`src/design/nearest_landmark_association_top_assert.svh`:
```
// ---------------------------------------------------------------------------
// Assertion macros for nearest_landmark_association_top
// Shorthand for clocked concurrent checks, disabled while arst_n is low.
// ---------------------------------------------------------------------------
`ifndef NEAREST_LANDMARK_ASSOCIATION_TOP_ASSERT_SVH
`define NEAREST_LANDMARK_ASSOCIATION_TOP_ASSERT_SVH

// same-cycle implication
`define NLA_ASSERT_IMP(lbl, ante, cons, msg) \
	lbl: assert property (@(posedge clk) disable iff (!arst_n) (ante) |-> (cons)) \
		else $error(msg);

// next-cycle implication
`define NLA_ASSERT_NXT(lbl, ante, cons, msg) \
	lbl: assert property (@(posedge clk) disable iff (!arst_n) (ante) |=> (cons)) \
		else $error(msg);

`endif

```
`src/design/nla_pkg.sv`:
```
// ---------------------------------------------------------------------------
// nla_pkg
// Shared types and constants of the nearest landmark association block.
// ---------------------------------------------------------------------------
package nla_pkg;

	localparam int IDX_W  = 6;
	localparam int DIST_W = 50;
	localparam int SUM_W  = 64;
	localparam int OUT_W  = ((IDX_W + DIST_W + 7) / 8) * 8;

	typedef enum logic [1:0] {
		KIND_CLEAR = 2'd0,
		KIND_LOAD  = 2'd1,
		KIND_QUERY = 2'd2
	} kind_t;

	typedef struct packed {
		logic vld;
		logic last;
	} nla_tag_t;

endpackage

```
`src/design/nla_dist.sv`:
```
// ---------------------------------------------------------------------------
// nla_dist
// Shared distance unit: absolute gaps, squares and saturating sum, one
// landmark entry per cycle.
// ---------------------------------------------------------------------------
module nla_dist #(
	parameter int COORD_BITS = 24
) (
	input  logic                    clk,
	input  logic                    arst_n,
	input  nla_pkg::nla_tag_t       rd_tag,
	input  logic [COORD_BITS-1:0]   obs_x,
	input  logic [COORD_BITS-1:0]   obs_y,
	input  logic [2*COORD_BITS-1:0] lm_data,
	output nla_pkg::nla_tag_t       out_tag,
	output logic [nla_pkg::SUM_W-1:0] sq_dist
);

	import nla_pkg::*;

	localparam int CW   = COORD_BITS;
	localparam int EXTW = SUM_W + 1 - 2 * CW;

	nla_tag_t          tag_s0, tag_s1, tag_s2, tag_s3;
	logic [CW-1:0]     lm_x, lm_y;
	logic [CW-1:0]     dx_s1, dy_s1;
	logic [2*CW-1:0]   sq_x_s2, sq_y_s2;
	logic [SUM_W:0]    sum;
	logic [SUM_W-1:0]  d_s3;

	assign lm_x = lm_data[CW-1:0];
	assign lm_y = lm_data[2*CW-1:CW];
	assign sum  = {{EXTW{1'b0}}, sq_x_s2} + {{EXTW{1'b0}}, sq_y_s2};

	always_ff @(posedge clk or negedge arst_n) begin
		if (!arst_n) begin
			tag_s0 <= '0;
			tag_s1 <= '0;
			tag_s2 <= '0;
			tag_s3 <= '0;
		end else begin
			tag_s0 <= rd_tag;
			tag_s1 <= tag_s0;
			tag_s2 <= tag_s1;
			tag_s3 <= tag_s2;
		end
	end

	always_ff @(posedge clk) begin
		dx_s1   <= (lm_x > obs_x) ? (lm_x - obs_x) : (obs_x - lm_x);
		dy_s1   <= (lm_y > obs_y) ? (lm_y - obs_y) : (obs_y - lm_y);
		sq_x_s2 <= dx_s1 * dx_s1;
		sq_y_s2 <= dy_s1 * dy_s1;
		d_s3    <= sum[SUM_W] ? '1 : sum[SUM_W-1:0];
	end

	assign out_tag = tag_s3;
	assign sq_dist = d_s3;

endmodule

```
`config.mk`:
```
export PLATFORM = sky130hd
export DESIGN_NAME = nla_dist
export DESIGN_NICKNAME = d
export VERILOG_FILES = /design/src/design/nearest_landmark_association_top_assert.svh /design/src/design/nla_pkg.sv /design/src/design/nla_dist.sv
export SDC_FILE = /design/constraint.sdc
export NUM_CORES = 2
export LEC_CHECK = 0
export ABC_CLOCK_PERIOD_IN_PS = 7610
export BUFFER_PORTS_ARGS = -buffer_cell sky130_fd_sc_hd__clkbuf_2
export CELL_PAD_IN_SITES_DETAIL_PLACEMENT = 1
export CELL_PAD_IN_SITES_GLOBAL_PLACEMENT = 2
export CORE_ASPECT_RATIO = 1.25
export CORE_MARGIN = 3
export CORE_UTILIZATION = 38
export CTS_CLUSTER_DIAMETER = 80
export DETAILED_ROUTE_END_ITERATION = 10
export PLACE_DENSITY = 0.84
export SLEW_MARGIN = 5
export SYNTH_ARGS = -nofsm -noshare
export SYNTH_HDL_FRONTEND = slang
export SYNTH_SLANG_ARGS = --single-unit
```
`constraint.sdc`:
```
create_clock -name clk -period 7.61 [get_ports clk]
set_clock_uncertainty 0.15 [all_clocks]
set_input_delay 0.3805 -clock clk [delete_from_list [all_inputs] [get_ports clk]]
set_output_delay 0.3805 -clock clk [all_outputs]
set_load 0.03 [all_outputs]
```
==> run metrics <==
Synth area leaders=fa_1 (39%), ha_1 (14%), inv_1 (11%); Final Util=41.4%; Syn Area/Cell=8.99 um2; Seq cells post-synth=199; CTS sink cnt=199; DR WL/cell=17.4 um; most common cell in the synthesized netlist=inv_1; Final Setup Violations=0; clock insertion delay at the later pin of the skew report=0.53 ns; Max Cap Viol=0; TNS Setup=0 ns; Critical Path AT=7.68 ns; largest net degree at the start of global routing=32; Data required, critical path=7.89 ns; commonest register cell after synthesis=dfxtp_1; DR pass1 iterations=5; DIE HEIGHT=384 um; Crit path top cell by count=fa_1; Worst setup EP type=flip-flop; async set-reset flop share out of synthesis=4.02%; Final period util=97.2%; critical path class=reg2reg; Yosys top cell area share=39.0%; number of buffers created by CTS=17; Die W=309 um; fin area=47000 um2; final WL=112000 um; DP HPWL=98700 um; Die Area=119000 um2; Synth cell types=88; top cells by count, synth=inv_1 (1329), fa_1 (847), ha_1 (494); Critical Path Slowest Stage Cell=fa_1; Max Transition Viols Final=0; area leader, netlist=fa_1; max frequency=135 MHz; clock buffer depth=2; Top delay family on crit path=adder cells; slowest stage delay, CP=0.58 ns; YS warnings=0; CP Cell Sequence=buf_4, nand2_1, fa_1, fa_1, fa_1, inv_1, fa_1, fa_1, fa_1, inv_1, fa_1, inv_1, ha_1, a21o_1, a21o_1, a21o_1, or3_1, a211oi_1, or3_1, nor2_1, a31oi_1, xnor2_1; EDFF count, synth=0; CP max FO=15; initial core utilization=38.3%; dpl cell area=46200 um2; post-synthesis sequential area ratio=9.25%; vias in the first global route=36800; global-route wire length before repair=186000 um; Worst-path clk slew=0.08 ns; Remaining DRCs=0; unrepaired setup endpoints after global routing=false; initial antenna violation count=2; Root Driver=clkbuf_16; row count=138; startpoint class of the critical path=flip-flop; starting DRC count in detailed routing=1108; grt total ovfl=0; global-route total usage across every layer=19.8%; Hold Path Class=in2reg; antenna viol nets, final=0; CTS HTree Levels=4; share of layout cells above drive strength 1=7.30%; Setup Fix Bufs, Post-CTS=0; port bufs=150; worst-margin pin slew=1.00 ns; Layout Nets=6398; I/O pin cnt=166; Core Area=113000 um2; final hold violation count=0; Mapped Cells=4836; global placement routability congestion=0.863; via count=31700; crit path buf inv count=4; Final Critical Period=7.40 ns; synthesized area=43500 um2; synth-to-layout area growth=8.01%; Rel. slew slack=32.4%; Vias/cell=4.92; status=complete, no violations; CTS tree=done
worst paths after layout:
check,slack (ns),depth (start not counted),from,to
worst min register to register,0.20,0,tag_s2[1],out_tag[1]
worst max-delay path,0.21,22,dy_s1[17],sq_y_s2[45]
max in group asynchronous,7.04,2,arst_n,tag_s0[1]
worst max register to register,0.21,22,dy_s1[17],sq_y_s2[45]
min in group asynchronous,0.10,2,arst_n,out_tag[1]
worst min-delay path,0.06,3,lm_data[0],dx_s1[0]
kinds of logic after synthesis:
logic type | share of synthesized area (%)
AO/OA/AOI/OAI | 8.90
flip-flops | 9.25
buffers and inverters | 13.1
AND/OR/NAND/NOR | 11.1
other | 0.00862
XOR/XNOR | 3.83
adder cells (fa/ha/maj) | 53.2
multiplexers | 0.567
cells in the final DEF, fill, tap and decap left out, types with 7 or more instances in the layout:
cell / Yosys / layout
dfrtp_1: 8 / 8
o21bai_1: 22 / 22
or2_2: 7 / 7
mux2i_1: 19 / 19
nor3_1: 30 / 29
o211ai_1: 14 / 14
nand4_1: 17 / 17
o21a_1: 23 / 23
nand2_1: 425 / 425
clkbuf_16: 0 / 17
conb_1: 1 / 15
a211oi_1: 19 / 16
xor2_1: 77 / 77
dfxtp_1: 191 / 160
nor2b_1: 35 / 35
o21ai_1: 12 / 12
a21oi_1: 196 / 193
inv_1: 1329 / 1329
nand3_1: 36 / 36
buf_6: 1 / 7
nor4_1: 8 / 8
nand2b_1: 20 / 20
a21o_1: 108 / 108
fa_1: 847 / 847
a31oi_1: 25 / 25
o21ai_0: 79 / 77
xnor2_1: 113 / 113
ha_1: 494 / 493
and3_1: 17 / 17
and2_1: 237 / 237
dfxtp_2: 0 / 27
buf_4: 16 / 89
o31ai_1: 12 / 12
or3_1: 8 / 8
clkbuf_2: 0 / 150
nor2_1: 129 / 128
tightest hold or removal path, delay by kind of cell:
| family | cells | cell delay (ns) |
|---|---|---|
| buffers and inverters | 2 | 0.16 |
| adder cells (fa/ha/maj) | 1 | 0.14 |
layer usage:
metal  track usage (%)  up-vias  routed length, um
met4              6.63        0               3830
met1              22.3    16300              44000
met3              1.77      166               2720
met2              38.7      438              61900
met5                 0        -                  0
li1                  -    14700                  -
through the flow:
step	instances	setup slack, ns	hold WS, ns
floorplan	4850	0.466	-0.0651
global placement	6405	0.114	0.0714
detailed placement	6405	-0.125	0.0800
CTS	6440	0.00587	0.0208
global route	6440	0.00497	0.0484
finish	6442	0.213	0.0619
state kept, by name, indices dropped and copies added, names as in the netlist:
name     flops
tag_s0       2
sq_x_s2     47
dy_s1       24
tag_s1       2
dx_s1       24
sq_y_s2     47
tag_s2       2
out_tag      2
sq_dist     49
final cells by class:
class / instances / area [um2]
Fill cell: 13300 / 66500
Inverter: 1330 / 4990
Clock inverter: 14 / 174
Timing Repair Buffer: 251 / 1560
Antenna cell: 2 / 5.00
Tap cell: 1470 / 1840
Clock buffer: 18 / 429
Sequential cell: 199 / 4070
Multi-Input combinational cell: 3158 / 33900
timing repair:
action	4_1_cts	5_1_grt
cloned	0	0
endpoints found under the hold margin	10	0
gates resized for setup	4	56
pin swaps	0	2
endpoints found under the setup margin	2	27
hold buffers	3	0
Power is not shown: default switching activity piles up to over one toggle a cycle in this logic, so the estimate is an artifact.
